**config.mk**
```make
export PLATFORM = sky130hd
export DESIGN_NAME = rotary_encoder_button_interface_unit_flat
export DESIGN_NICKNAME = d
export VERILOG_FILES = /design/src/design/rebi_pkg.sv /design/src/design/rebi_if.sv /design/src/design/rebi_cfg_regs.sv /design/src/design/rebi_engine.sv /design/src/design/rotary_encoder_button_interface_unit.sv /design/src/flat_wrapper.sv
export SDC_FILE = /design/constraint.sdc
export NUM_CORES = 1
export LEC_CHECK = 0
export BUFFER_PORTS_ARGS = -buffer_cell sky130_fd_sc_hd__clkbuf_2
export CORE_MARGIN = 3
export CORE_UTILIZATION = 55
export DETAILED_ROUTE_END_ITERATION = 8
export PLACE_DENSITY = 0.72
export SKIP_CTS_REPAIR_TIMING = 1
export SYNTH_ARGS = -nofsm -noshare
export SYNTH_HDL_FRONTEND = slang
export SYNTH_SLANG_ARGS = --single-unit
export TNS_END_PERCENT = 100
```
**constraint.sdc**
```tcl
create_clock -name i_clk -period 6.02 [get_ports i_clk]
set_clock_uncertainty 0.2 [all_clocks]
set_input_delay 0.602 -clock i_clk [delete_from_list [all_inputs] [get_ports i_clk]]
set_output_delay 0.602 -clock i_clk [all_outputs]
set_load 0.02 [all_outputs]
```
**src/design/rebi_pkg.sv**
```systemverilog
// ----------------------------------------------------------------------------
// Rotary encoder button interface - shared definitions
// Types, command codes, register indexes and state encodings for the block.
// ----------------------------------------------------------------------------
package rebi_pkg;

    // Command codes of an input item.
    typedef enum logic [1:0] {
        CMD_TICK        = 2'd0,
        CMD_READ_VALUE  = 2'd1,
        CMD_READ_BUTTON = 2'd2
    } t_cmd;

    // Detent arm/confirm states.
    typedef enum logic [1:0] {
        ARM_IDLE  = 2'd0,
        ARM_LEFT  = 2'd1,
        ARM_RIGHT = 2'd2
    } t_arm;

    // Button states as reported to the host.
    typedef enum logic [1:0] {
        BTN_OPEN     = 2'd0,
        BTN_CLICKED  = 2'd1,
        BTN_HELD     = 2'd2,
        BTN_RELEASED = 2'd3
    } t_btn;

    // Configuration port geometry.
    localparam int unsigned CFG_ADDR_W = 3;
    localparam int unsigned CFG_DATA_W = 16;

    // Register indexes.
    localparam logic [CFG_ADDR_W-1:0] REG_ACTIVE_LEVEL    = 3'd0;
    localparam logic [CFG_ADDR_W-1:0] REG_BUTTON_ENABLE   = 3'd1;
    localparam logic [CFG_ADDR_W-1:0] REG_BUTTON_INTERVAL = 3'd2;
    localparam logic [CFG_ADDR_W-1:0] REG_HOLD_LIMIT      = 3'd3;
    localparam logic [CFG_ADDR_W-1:0] REG_ACCEL_ENABLE    = 3'd4;
    localparam logic [CFG_ADDR_W-1:0] REG_ACCEL_RATE      = 3'd5;
    localparam logic [CFG_ADDR_W-1:0] REG_ACCEL_MAX       = 3'd6;
    localparam logic [CFG_ADDR_W-1:0] REG_DECEL_RATE      = 3'd7;

    // Counter ceiling for the 16-bit saturating counters.
    localparam logic [15:0] CNT_MAX = 16'hFFFF;

    // Saturation bounds of the reported step.
    localparam logic [8:0] STEP_POS_LIMIT = 9'd127;
    localparam logic [8:0] STEP_NEG_LIMIT = 9'd128;

    // Configuration register set.
    typedef struct packed {
        logic        active_level;
        logic        button_enable;
        logic [15:0] button_interval;
        logic [15:0] hold_limit;
        logic        accel_enable;
        logic [14:0] accel_rate;
        logic [14:0] accel_max;
        logic [14:0] decel_rate;
    } t_cfg;

    // One input item.
    typedef struct packed {
        logic [1:0] cmd;
        logic       pin_left;
        logic       pin_right;
        logic       pin_button;
    } t_item;

    // One result item plus its presence flag.
    typedef struct packed {
        logic             valid;
        logic signed [7:0] step_value;
        logic [1:0]       button_state;
    } t_result;

endpackage

```
**src/design/rebi_if.sv**
```systemverilog
// ----------------------------------------------------------------------------
// Rotary encoder button interface - channel interfaces
// Valid/ready channels for input items, result items and register writes.
// ----------------------------------------------------------------------------

// Input item channel.
interface rebi_item_if;
    logic       valid;
    logic       ready;
    logic [1:0] cmd;
    logic       pin_left;
    logic       pin_right;
    logic       pin_button;

    modport source (output valid, output cmd, output pin_left, output pin_right,
                    output pin_button, input ready);
    modport sink   (input valid, input cmd, input pin_left, input pin_right,
                    input pin_button, output ready);
endinterface

// Result item channel.
interface rebi_result_if;
    logic              valid;
    logic              ready;
    logic signed [7:0] step_value;
    logic [1:0]        button_state;

    modport source (output valid, output step_value, output button_state, input ready);
    modport sink   (input valid, input step_value, input button_state, output ready);
endinterface

// Register write channel.
interface rebi_cfg_if;
    logic                                valid;
    logic                                ready;
    logic [rebi_pkg::CFG_ADDR_W-1:0]     addr;
    logic [rebi_pkg::CFG_DATA_W-1:0]     data;

    modport source (output valid, output addr, output data, input ready);
    modport sink   (input valid, input addr, input data, output ready);
endinterface

```
**src/design/rebi_cfg_regs.sv**
```systemverilog
// ----------------------------------------------------------------------------
// Rotary encoder button interface - configuration registers
// Holds the eight control registers written through the register channel.
// ----------------------------------------------------------------------------
module rebi_cfg_regs (
    input  logic                            i_clk,
    input  logic                            i_rst_n,
    input  logic                            i_wr,
    input  logic [rebi_pkg::CFG_ADDR_W-1:0] i_addr,
    input  logic [rebi_pkg::CFG_DATA_W-1:0] i_data,
    output rebi_pkg::t_cfg                  o_cfg
);

    rebi_pkg::t_cfg r_cfg;
    rebi_pkg::t_cfg n_cfg;

    // Decode one write beat into the register set.
    always_comb begin
        n_cfg = r_cfg;
        if (i_wr) begin
            case (i_addr)
                rebi_pkg::REG_ACTIVE_LEVEL:    n_cfg.active_level    = i_data[0];
                rebi_pkg::REG_BUTTON_ENABLE:   n_cfg.button_enable   = i_data[0];
                rebi_pkg::REG_BUTTON_INTERVAL: n_cfg.button_interval = i_data[15:0];
                rebi_pkg::REG_HOLD_LIMIT:      n_cfg.hold_limit      = i_data[15:0];
                rebi_pkg::REG_ACCEL_ENABLE:    n_cfg.accel_enable    = i_data[0];
                rebi_pkg::REG_ACCEL_RATE:      n_cfg.accel_rate      = i_data[14:0];
                rebi_pkg::REG_ACCEL_MAX:       n_cfg.accel_max       = i_data[14:0];
                rebi_pkg::REG_DECEL_RATE:      n_cfg.decel_rate      = i_data[14:0];
                default:                       n_cfg = r_cfg;
            endcase
        end
    end

    always_ff @(posedge i_clk) begin
        if (!i_rst_n) begin
            r_cfg.active_level    <= 1'b0;
            r_cfg.button_enable   <= 1'b1;
            r_cfg.button_interval <= 16'd10;
            r_cfg.hold_limit      <= 16'd50;
            r_cfg.accel_enable    <= 1'b0;
            r_cfg.accel_rate      <= '0;
            r_cfg.accel_max       <= '0;
            r_cfg.decel_rate      <= '0;
        end else begin
            r_cfg <= n_cfg;
        end
    end

    assign o_cfg = r_cfg;

endmodule

```
**src/design/rebi_engine.sv**
```systemverilog
// ----------------------------------------------------------------------------
// Rotary encoder button interface - processing engine
// Encoder and button state, updated once per item, and the read results.
// ----------------------------------------------------------------------------
module rebi_engine (
    input  logic             i_clk,
    input  logic             i_rst_n,
    input  logic             i_fire,
    input  rebi_pkg::t_item  i_item,
    input  rebi_pkg::t_cfg   i_cfg,
    output rebi_pkg::t_result o_result
);

    rebi_pkg::t_arm    r_arm,      n_arm;
    logic signed [1:0] r_pending,  n_pending;
    logic [15:0]       r_accel,    n_accel;
    rebi_pkg::t_btn    r_btn,      n_btn;
    logic [15:0]       r_hold,     n_hold;
    logic [15:0]       r_interval, n_interval;

    logic              w_l_act, w_r_act, w_b_act;
    logic [15:0]       w_decay_diff;
    logic [15:0]       w_decayed;
    logic signed [17:0] w_grow_limit;
    logic              w_grow_ok;
    logic [15:0]       w_grown;
    logic              w_step_seen;
    logic [15:0]       w_interval_inc;
    logic [15:0]       w_hold_inc;
    logic [8:0]        w_mag;
    logic signed [7:0] w_step_out;

    // Pin activity against the configured active level.
    assign w_l_act = (i_item.pin_left   == i_cfg.active_level);
    assign w_r_act = (i_item.pin_right  == i_cfg.active_level);
    assign w_b_act = (i_item.pin_button == i_cfg.active_level);

    // Per-tick decay, clamped at zero when the result goes negative.
    assign w_decay_diff = r_accel - {1'b0, i_cfg.decel_rate};
    always_comb begin
        w_decayed = r_accel;
        if (i_cfg.accel_enable) begin
            w_decayed = w_decay_diff[15] ? 16'd0 : w_decay_diff;
        end
    end

    // Growth is allowed only while the level stays at or below max - rate.
    assign w_grow_limit = $signed({3'b000, i_cfg.accel_max})
                        - $signed({3'b000, i_cfg.accel_rate});
    assign w_grow_ok    = i_cfg.accel_enable
                        && ($signed({2'b00, w_decayed}) <= w_grow_limit);
    assign w_grown      = w_decayed + {1'b0, i_cfg.accel_rate};

    // Saturating increments.
    assign w_interval_inc = (r_interval < rebi_pkg::CNT_MAX) ? r_interval + 16'd1
                                                              : r_interval;
    assign w_hold_inc     = ((r_btn != rebi_pkg::BTN_HELD) && (r_hold < rebi_pkg::CNT_MAX))
                          ? r_hold + 16'd1 : r_hold;

    // Next-state logic for one accepted item.
    always_comb begin
        n_arm       = r_arm;
        n_pending   = r_pending;
        n_accel     = r_accel;
        n_btn       = r_btn;
        n_hold      = r_hold;
        n_interval  = r_interval;
        w_step_seen = 1'b0;
        if (i_fire) begin
            case (i_item.cmd)
                rebi_pkg::CMD_TICK: begin
                    n_accel = w_decayed;
                    // Arm on the first active pin, confirm when it goes inactive.
                    case (r_arm)
                        rebi_pkg::ARM_LEFT: begin
                            if (!w_l_act) begin
                                n_pending   = -2'sd1;
                                n_arm       = rebi_pkg::ARM_IDLE;
                                w_step_seen = 1'b1;
                            end
                        end
                        rebi_pkg::ARM_RIGHT: begin
                            if (!w_r_act) begin
                                n_pending   = 2'sd1;
                                n_arm       = rebi_pkg::ARM_IDLE;
                                w_step_seen = 1'b1;
                            end
                        end
                        default: begin
                            if (w_r_act) begin
                                n_arm = rebi_pkg::ARM_RIGHT;
                            end else if (w_l_act) begin
                                n_arm = rebi_pkg::ARM_LEFT;
                            end
                        end
                    endcase
                    if (w_step_seen && w_grow_ok) begin
                        n_accel = w_grown;
                    end
                    // Button check once per interval.
                    n_interval = w_interval_inc;
                    if (i_cfg.button_enable && (w_interval_inc >= i_cfg.button_interval)) begin
                        n_interval = 16'd0;
                        if (w_b_act) begin
                            n_hold = w_hold_inc;
                            if (w_hold_inc > i_cfg.hold_limit) begin
                                n_btn = rebi_pkg::BTN_HELD;
                            end
                        end else if (r_hold != 16'd0) begin
                            n_btn  = (r_btn == rebi_pkg::BTN_HELD) ? rebi_pkg::BTN_RELEASED
                                                                   : rebi_pkg::BTN_CLICKED;
                            n_hold = 16'd0;
                        end
                    end
                end
                rebi_pkg::CMD_READ_VALUE: begin
                    n_pending = 2'sd0;
                end
                rebi_pkg::CMD_READ_BUTTON: begin
                    if (r_btn != rebi_pkg::BTN_HELD) begin
                        n_btn = rebi_pkg::BTN_OPEN;
                    end
                end
                default: begin
                    n_arm = r_arm;
                end
            endcase
        end
    end

    always_ff @(posedge i_clk) begin
        if (!i_rst_n) begin
            r_arm      <= rebi_pkg::ARM_IDLE;
            r_pending  <= 2'sd0;
            r_accel    <= '0;
            r_btn      <= rebi_pkg::BTN_OPEN;
            r_hold     <= '0;
            r_interval <= '0;
        end else begin
            r_arm      <= n_arm;
            r_pending  <= n_pending;
            r_accel    <= n_accel;
            r_btn      <= n_btn;
            r_hold     <= n_hold;
            r_interval <= n_interval;
        end
    end

    // Step magnitude widened by the upper byte of the acceleration level.
    assign w_mag = i_cfg.accel_enable ? {1'b0, r_accel[15:8]} + 9'd1 : 9'd1;
    always_comb begin
        if (r_pending > 2'sd0) begin
            w_step_out = (w_mag > rebi_pkg::STEP_POS_LIMIT) ? 8'sd127 : $signed(w_mag[7:0]);
        end else if (r_pending < 2'sd0) begin
            w_step_out = (w_mag > rebi_pkg::STEP_NEG_LIMIT) ? -8'sd128
                                                            : $signed(~w_mag[7:0] + 8'd1);
        end else begin
            w_step_out = 8'sd0;
        end
    end

    // Result of the item now being processed.
    always_comb begin
        o_result.valid        = 1'b0;
        o_result.step_value   = 8'sd0;
        o_result.button_state = rebi_pkg::BTN_OPEN;
        case (i_item.cmd)
            rebi_pkg::CMD_READ_VALUE: begin
                o_result.valid      = 1'b1;
                o_result.step_value = w_step_out;
            end
            rebi_pkg::CMD_READ_BUTTON: begin
                o_result.valid        = 1'b1;
                o_result.button_state = r_btn;
            end
            default: begin
                o_result.valid = 1'b0;
            end
        endcase
    end

endmodule

```
**src/design/rotary_encoder_button_interface_unit.sv**
```systemverilog
// ----------------------------------------------------------------------------
// Rotary encoder button interface unit
// Decodes encoder detents with acceleration and debounces a push button.
// ----------------------------------------------------------------------------
//  Channel    Dir   Handshake      Payload
//  i_item     in    valid/ready    cmd, pin_left, pin_right, pin_button
//  o_result   out   valid/ready    step_value, button_state
//  i_cfg      in    valid/ready    addr (register index), data
//
//  Each item passes through the input register, and each read result through the
//  result register; one item is accepted per clock when the result side keeps up.
//  Tick beats make no result and never stall. A read beat stalls in the input
//  register only while an earlier result waits in the output register.
//  Reset is synchronous and active low; register writes are always ready.
// ----------------------------------------------------------------------------
module rotary_encoder_button_interface_unit (
    input  logic         i_clk,
    input  logic         i_rst_n,
    rebi_item_if.sink    i_item,
    rebi_result_if.source o_result,
    rebi_cfg_if.sink     i_cfg
);

    rebi_pkg::t_cfg    w_cfg;
    rebi_pkg::t_item   r_in_item;
    logic              r_in_valid;
    rebi_pkg::t_result w_res;
    logic              w_out_free;
    logic              w_advance;
    logic              r_out_valid;
    logic signed [7:0] r_out_step;
    logic [1:0]        r_out_button;

    // Register file.
    assign i_cfg.ready = 1'b1;

    rebi_cfg_regs u_cfg (
        .i_clk   (i_clk),
        .i_rst_n (i_rst_n),
        .i_wr    (i_cfg.valid),
        .i_addr  (i_cfg.addr),
        .i_data  (i_cfg.data),
        .o_cfg   (w_cfg)
    );

    // The item in the input register moves on unless its result has no room.
    assign w_out_free   = !r_out_valid || o_result.ready;
    assign w_advance    = r_in_valid && (!w_res.valid || w_out_free);
    assign i_item.ready = !r_in_valid || w_advance;

    // Input register.
    always_ff @(posedge i_clk) begin
        if (!i_rst_n) begin
            r_in_valid <= 1'b0;
        end else if (i_item.ready) begin
            r_in_valid <= i_item.valid;
        end
    end

    always_ff @(posedge i_clk) begin
        if (i_item.ready && i_item.valid) begin
            r_in_item.cmd        <= i_item.cmd;
            r_in_item.pin_left   <= i_item.pin_left;
            r_in_item.pin_right  <= i_item.pin_right;
            r_in_item.pin_button <= i_item.pin_button;
        end
    end

    rebi_engine u_engine (
        .i_clk    (i_clk),
        .i_rst_n  (i_rst_n),
        .i_fire   (w_advance),
        .i_item   (r_in_item),
        .i_cfg    (w_cfg),
        .o_result (w_res)
    );

    // Result register.
    always_ff @(posedge i_clk) begin
        if (!i_rst_n) begin
            r_out_valid <= 1'b0;
        end else if (w_advance && w_res.valid) begin
            r_out_valid <= 1'b1;
        end else if (o_result.ready) begin
            r_out_valid <= 1'b0;
        end
    end

    always_ff @(posedge i_clk) begin
        if (w_advance && w_res.valid) begin
            r_out_step   <= w_res.step_value;
            r_out_button <= w_res.button_state;
        end
    end

    assign o_result.valid        = r_out_valid;
    assign o_result.step_value   = r_out_step;
    assign o_result.button_state = r_out_button;

    // No result is offered in the cycle after reset.
    a_no_result_after_reset: assert property (@(posedge i_clk)
        !$past(i_rst_n) |-> !o_result.valid)
        else $error("result offered right after reset");

    // A read beat that leaves the input register shows up as a result.
    a_read_gives_result: assert property (@(posedge i_clk) disable iff (!i_rst_n)
        (w_advance && (r_in_item.cmd == rebi_pkg::CMD_READ_VALUE
                    || r_in_item.cmd == rebi_pkg::CMD_READ_BUTTON)) |=> r_out_valid)
        else $error("read beat lost its result");

    // A result carries either a step or a button state, never both.
    a_one_field_used: assert property (@(posedge i_clk) disable iff (!i_rst_n)
        o_result.valid |-> (o_result.step_value == 8'sd0 || o_result.button_state == 2'd0))
        else $error("result carries both fields");

    // A tick beat never produces a result beat.
    a_tick_no_result: assert property (@(posedge i_clk) disable iff (!i_rst_n)
        (w_advance && r_in_item.cmd == rebi_pkg::CMD_TICK && !r_out_valid) |=> !r_out_valid)
        else $error("tick beat produced a result");

endmodule

```
**src/flat_wrapper.sv**
```systemverilog
// flat-port wrapper written by rule: the top's interface ports become plain ports
module rotary_encoder_button_interface_unit_flat 
  (i_clk, i_rst_n, i_item_valid, i_item_cmd, i_item_pin_left, i_item_pin_right, i_item_pin_button, i_item_ready, o_result_valid, o_result_step_value, o_result_button_state, o_result_ready, i_cfg_valid, i_cfg_addr, i_cfg_data, i_cfg_ready);
  rebi_item_if i_item_i ();
  rebi_result_if o_result_i ();
  rebi_cfg_if i_cfg_i ();
  input  logic i_clk;
  input  logic i_rst_n;
  input wire logic [$bits(i_item_i.valid)-1:0] i_item_valid;
  input wire logic [$bits(i_item_i.cmd)-1:0] i_item_cmd;
  input wire logic [$bits(i_item_i.pin_left)-1:0] i_item_pin_left;
  input wire logic [$bits(i_item_i.pin_right)-1:0] i_item_pin_right;
  input wire logic [$bits(i_item_i.pin_button)-1:0] i_item_pin_button;
  output wire logic [$bits(i_item_i.ready)-1:0] i_item_ready;
  output wire logic [$bits(o_result_i.valid)-1:0] o_result_valid;
  output wire logic [$bits(o_result_i.step_value)-1:0] o_result_step_value;
  output wire logic [$bits(o_result_i.button_state)-1:0] o_result_button_state;
  input wire logic [$bits(o_result_i.ready)-1:0] o_result_ready;
  input wire logic [$bits(i_cfg_i.valid)-1:0] i_cfg_valid;
  input wire logic [$bits(i_cfg_i.addr)-1:0] i_cfg_addr;
  input wire logic [$bits(i_cfg_i.data)-1:0] i_cfg_data;
  output wire logic [$bits(i_cfg_i.ready)-1:0] i_cfg_ready;
  assign i_item_i.valid = i_item_valid;
  assign i_item_i.cmd = i_item_cmd;
  assign i_item_i.pin_left = i_item_pin_left;
  assign i_item_i.pin_right = i_item_pin_right;
  assign i_item_i.pin_button = i_item_pin_button;
  assign i_item_ready = i_item_i.ready;
  assign o_result_valid = o_result_i.valid;
  assign o_result_step_value = o_result_i.step_value;
  assign o_result_button_state = o_result_i.button_state;
  assign o_result_i.ready = o_result_ready;
  assign i_cfg_i.valid = i_cfg_valid;
  assign i_cfg_i.addr = i_cfg_addr;
  assign i_cfg_i.data = i_cfg_data;
  assign i_cfg_ready = i_cfg_i.ready;
  rotary_encoder_button_interface_unit u_core (.i_clk(i_clk), .i_rst_n(i_rst_n), .i_item(i_item_i), .o_result(o_result_i), .i_cfg(i_cfg_i));
endmodule
```
; ---- After elaboration in Yosys (flattened, before gate mapping)
; Index checks and enable logic that the tools add are counted.
[word_totals]
register_bits = 151
out_inout_bits = 13
elab_cells = 136
in_bits = 29
[classes]
n_addsub = 7
n_eq_ne = 25
order_cmp = 9
n_mux = 37
reduce_logical = 35
bitwise = 1
[ops]
columns = op, n
row1 = $mux W16, 7
row2 = $add A16 B1 Y16 const B, 2
row3 = $lt A16 B16 Y1 const B, 2
row4 = $mux W8, 4
row5 = $mux W2, 12
row6 = $reduce_and A2 Y1, 9
row7 = $le A17 B16 Y1, 1
row8 = $add A16 B15 Y16, 1
row9 = $ge A16 B16 Y1, 1
row10 = $gt A16 B16 Y1, 1
row11 = $pmux W2 S2, 4
row12 = $reduce_bool A16 Y1, 1
row13 = $sub A15 B15 Y16, 1
row14 = $sub A16 B15 Y16, 1
row15 = $mux W15, 1
row16 = $eq A3 B3 Y1 const B, 4
row17 = $ne A3 B3 Y1 const B, 4
row18 = $ne A2 B2 Y1 const B, 5
row19 = $reduce_and A5 Y1, 2
row20 = $add A8 B1 Y9 const B, 1
row21 = $gt A9 B7 Y1 const B, 1
row22 = $gt A9 B8 Y1 const B, 1
row23 = $mux W9, 1
row24 = $add A8 B1 Y8 const B, 1
row25 = 21 further kinds, 46

; ---- Logic depth before layout (Yosys ltp)
[depth]
ltp_word = 9
mapped_depth = 25
mapped_depth_nobuf = 25

; ---- Cells and area by module
; From an unflattened synthesis, not the netlist that was laid out.
[hier_totals]
hier_cells = 1298
hier_area_um2 = 10657.7
[modules_own_cells]
columns = module, area_per_inst_um2, cells_each, seq_area_each_um2, n_inst
row1 = rebi_engine, 7000.5, 978, 1081.0, 1
row2 = rebi_cfg_regs, 3078.0, 291, 1601.5, 1
row3 = rotary_encoder_button_interface_unit, 579.3, 29, 490.5, 1

; ---- Worst setup path after synthesis
; Ideal clock, no wire load.
[synth_path]
path_type = reg-to-reg
startpoint = register u_core.u_cfg.r_cfg (netlist bit u_core.u_cfg.o_cfg[32])
endpoint = register u_core.u_engine.r_accel[11]
required_time_ns = 5.684
slack_ns = 1.300
path_buffers = 1
path_stages_with_launch = 24
t_arrival_ns = 4.384
setup_ns = 0.136
synth_period_minus_slack_ns = 4.720
path_cell_list = dfxtp_1 > clkbuf_1 > inv_1 > ha_1 > a21o_1 > a21oi_1 > o21ai_0 > a21oi_1 > o21bai_1 > a21oi_1 > o21bai_1 > a2111oi_0 > nor2_1 > nor4_1 > a211oi_1 > ha_1 > nand4_1 > nor2_1 > nand2_1 > or3_1 > a211o_2 > nand2_4 > mux2i_1 > a211oi_2
[synth_via]
elab_chain_cells = 5
elab_cells_between_ends = 6
classes_between = add/sub: 2 / order compare: 1 / mux: 1 / reduce/logical: 2
[synth_lines]
columns = item, line
row1 = start: declaration, rebi_cfg_regs.sv:14  ; rebi_pkg::t_cfg r_cfg;
row2 = start signal: assignment, rebi_cfg_regs.sv:46  ; r_cfg <= n_cfg;
row3 = $sub A15 B15 Y16, rebi_engine.sv:49  ; - $signed({3'b000, i_cfg.accel_rate});
row4 = $le A17 B16 Y1, rebi_engine.sv:51  ; && ($signed({2'b00, w_decayed}) <= w_grow_limit);
row5 = $logic_and A1 B1 Y1, rebi_engine.sv:51
row6 = $logic_and A1 B1 Y1, rebi_engine.sv:97  ; if (w_step_seen && w_grow_ok) begin
row7 = $mux W16 *, rebi_engine.sv:97
row8 = end signal: assignment, rebi_engine.sv:142  ; r_accel <= n_accel;
row9 = end: declaration, rebi_engine.sv:16  ; logic [15:0] r_accel, n_accel;
; Mark *: on every way between the ends. The rest lies on a longest branch, timed or not.
; A chain may end at the register's enable or synchronous reset.

; ---- Final worst setup path
[layout_path]
startpoint = register u_core.u_cfg.r_cfg (netlist bit u_core.u_cfg.o_cfg[30])
endpoint = register u_core.u_engine.r_accel[3]
; The elaborated chain is that of the path after synthesis.

==> impl_results.md <==
- Die footprint: 0.0204 mm²
- WL per Instance: 16.4 µm
- Status: complete, no violations
- Drt first pass iters: 5
- Htree depth: 4
- DIE HEIGHT: 143 µm
- Rel. slew slack: 0.186
- Setup-failing EPs final: 0
- Vias: 9366
- Tot GR Track Use: 0.261
- Final nets: 1493
- Die width: 143 µm
- Final core utilization: 0.617
- First-pass GRT wire length: 42700 µm
- Mapped cell area: 0.0103 mm²
- RSZ-0062 raised after global routing: no
- Final max-slew violation count: 0
- Hold path depth: 1
- Netlist cell types: 67
- Largest net degree at the start of global routing: 57
- Worst-path clk slew: 0.07 ns
- Pwr/cell area: 218 mW/mm²
- Maximum VDD drop: 0.220 mV
- Most common flop cell mapped by yosys: dfxtp_1
- Worst path required time: 6.13 ns
- Worst Setup Start Kind: flop
- Synthesis-stage register bit count: 151
- Fin crit period: 5.21 ns
- Most frequent cells in the layout: nand2_1 (241), a21oi_1 (160), dfxtp_1 (136)
- Crit path max fanout: 9
- Syn Area/Cell: 7.65 µm²
- Clk root buf: clkbuf_16
- Achievable Freq: 0.192 GHz
- CTS tree: built
- Warnings, synthesis: 0
- Ant diodes: 0
- Routed Antenna Nets: 0
- Port Buffers: 40
- CP Capture Type: flop
- CTS sink count: 151
- Worst hold slack: 0.154 ns
- Initial Util: 0.566
- P&R area growth vs syn: 8.93%
- Critical path class: flop to flop
- R2R depth: 24
- Final number of hold-violating endpoints: 0
- Ports: 42
- Lkg Pwr: 4.49 nW
- Slew @ Worst Pin: 1.22 ns
- Core Region: 0.0181 mm²
- EDFF count, synth: 15
- Syn_nets: 1478
- Final Instance Area: 0.0112 mm²
- CTS Buffer Depth: 2
- Post-synth ARST share: 0
- Initial DRC count: 610
- Grt ovf: 0
- Vias in the first global route: 8600
- WL final: 26200 µm
- Num rows: 49
- Routability cong.: 0.963
- Post-synthesis sequential area ratio: 0.309
- Max-cap viol count: 0
- Layout cell share with drive strength beyond 1: 0.0708
- DP Area: 0.0106 mm²
- Drt drc: 0
- Tcrit/Tclk final: 0.866
- Via density: 5.86
- Setup TNS: 0 ns
- Worst min path class: input pin to flop
- Most common cell after layout, fill and taps aside: nand2_1
- CP arrival: 5.33 ns
- Antenna violations before repair: 0
- Num CTS Buffers: 17
- Clk Latency, worst-skew pair: 0.43 ns
- Post-DP HPWL: 19600 µm
- Syn Inst Count: 1343
## path summary, 6_finish.rpt
path	from	endpoint	slack [ns]
min	i_item_pin_right	u_core.r_in_item[1]	0.15
max reg2reg	u_core.u_cfg.o_cfg[30]	u_core.u_engine.r_accel[3]	0.81
max	u_core.u_cfg.o_cfg[30]	u_core.u_engine.r_accel[3]	0.81
min reg2reg	u_core.u_cfg.o_cfg[66]	u_core.u_cfg.o_cfg[66]	0.25
## area by class of cell
| cell class | instances | area (µm²) |
|---|---|---|
| fill | 1644 | 6960 |
| multi-input combinational | 1037 | 6510 |
| sequential | 151 | 3170 |
| clock buffer | 20 | 447 |
| inverter | 102 | 384 |
| tap | 229 | 287 |
| timing repair buffer | 49 | 268 |
| clock inverter | 11 | 124 |
## synthesized netlist by cell type, drive strengths merged, types with 7 or more instances
library cell  number  area, µm²
nor2              84        318
o21ai             53        265
nand3             40        200
a21o              22        165
dfxtp            136       2720
and2               9       56.3
nor3b             10       75.1
xnor2             48        420
nand2            242        916
ha               103       1290
a211oi             9       77.6
o21a              12       90.1
a21oi            161        810
inv              102        383
a31oi             15       93.8
nand4             18        113
nor4               8       50.1
a22oi             12       90.1
clkbuf            47        176
edfxtp            15        450
and3              10       62.6
nor2b             23        144
o211ai            10       75.1
nor3              18       90.1
nand2b            14       87.6
o22ai              7       43.8
xor2              25        219
## state kept, by name, indices dropped and copies added (netlist names)
| register | count |
|---|---|
| u_core.o_result.button_state | 2 |
| u_core.u_engine.r_hold | 16 |
| u_core.o_result.valid | 1 |
| u_core.u_engine.r_pending | 2 |
| u_core.u_engine.r_arm | 2 |
| u_core.u_engine.r_btn | 2 |
| u_core.u_engine.r_accel | 16 |
| u_core.u_engine.r_interval | 16 |
| u_core.u_cfg.o_cfg | 80 |
| u_core.o_result.step_value | 8 |
| u_core.r_in_valid | 1 |
| u_core.r_in_item | 5 |
## stage by stage
stage	cells	setup WS, ns	power (mW)
after floorplan	1343	1.30	1.30
final	1599	0.810	2.44
after detailed placement	1568	0.864	1.38
after CTS	1599	0.831	2.44
after global placement	1568	0.990	1.38
after global routing	1599	0.225	2.52
## worst max-delay path, cell delays in order (launching register included)
cell and delay, ns:
dfxtp_1 0.38, ha_1 0.19, inv_1 0.06, fa_1 0.40, a21o_1 0.17, a21oi_1 0.20
o21ai_0 0.10, a21oi_1 0.24, o21bai_1 0.09, a21oi_1 0.21, o21bai_1 0.11, a2111oi_0 0.42
nor2_1 0.13, nor4_1 0.19, a211oi_1 0.10, ha_1 0.31, nand4_1 0.09, nor2_1 0.17
nand4_1 0.13, a21oi_1 0.13, a211o_1 0.20, a211oi_1 0.12, nor2_2 0.40, a21oi_1 0.13
a211oi_1 0.22
## routing by layer
| layer | up-vias | share of wire | global-route usage |
|---|---|---|---|
| met4 | 0 | 0.022 | 0.0915 |
| met5 | - | 0 | 0 |
| met2 | 282 | 0.44 | 0.403 |
| met3 | 39 | 0.065 | 0.0583 |
| met1 | 4338 | 0.47 | 0.361 |
| li1 | 4707 | - | - |
## where the power goes
part           internal [mW]  switching, mW  total [mW]
Clock                  0.622          0.446        1.07
Combinational          0.124          0.196       0.320
Sequential              1.03         0.0148        1.05
## cells by family (layout without fill, tap and decap cells)
family | after synthesis | count (layout) | synth area share
adders and majority gates | 109 | 109 | 0.134
xor gates and xnor gates | 73 | 73 | 0.0622
other | 1 | 1 | 0.000365
buffers and inverters | 155 | 182 | 0.0577
and+or+nand+nor | 500 | 500 | 0.223
muxes | 7 | 7 | 0.00694
AOI/OAI and AO/OA | 347 | 347 | 0.206
DFF | 151 | 151 | 0.309
(Power assumes the default switching activity.)
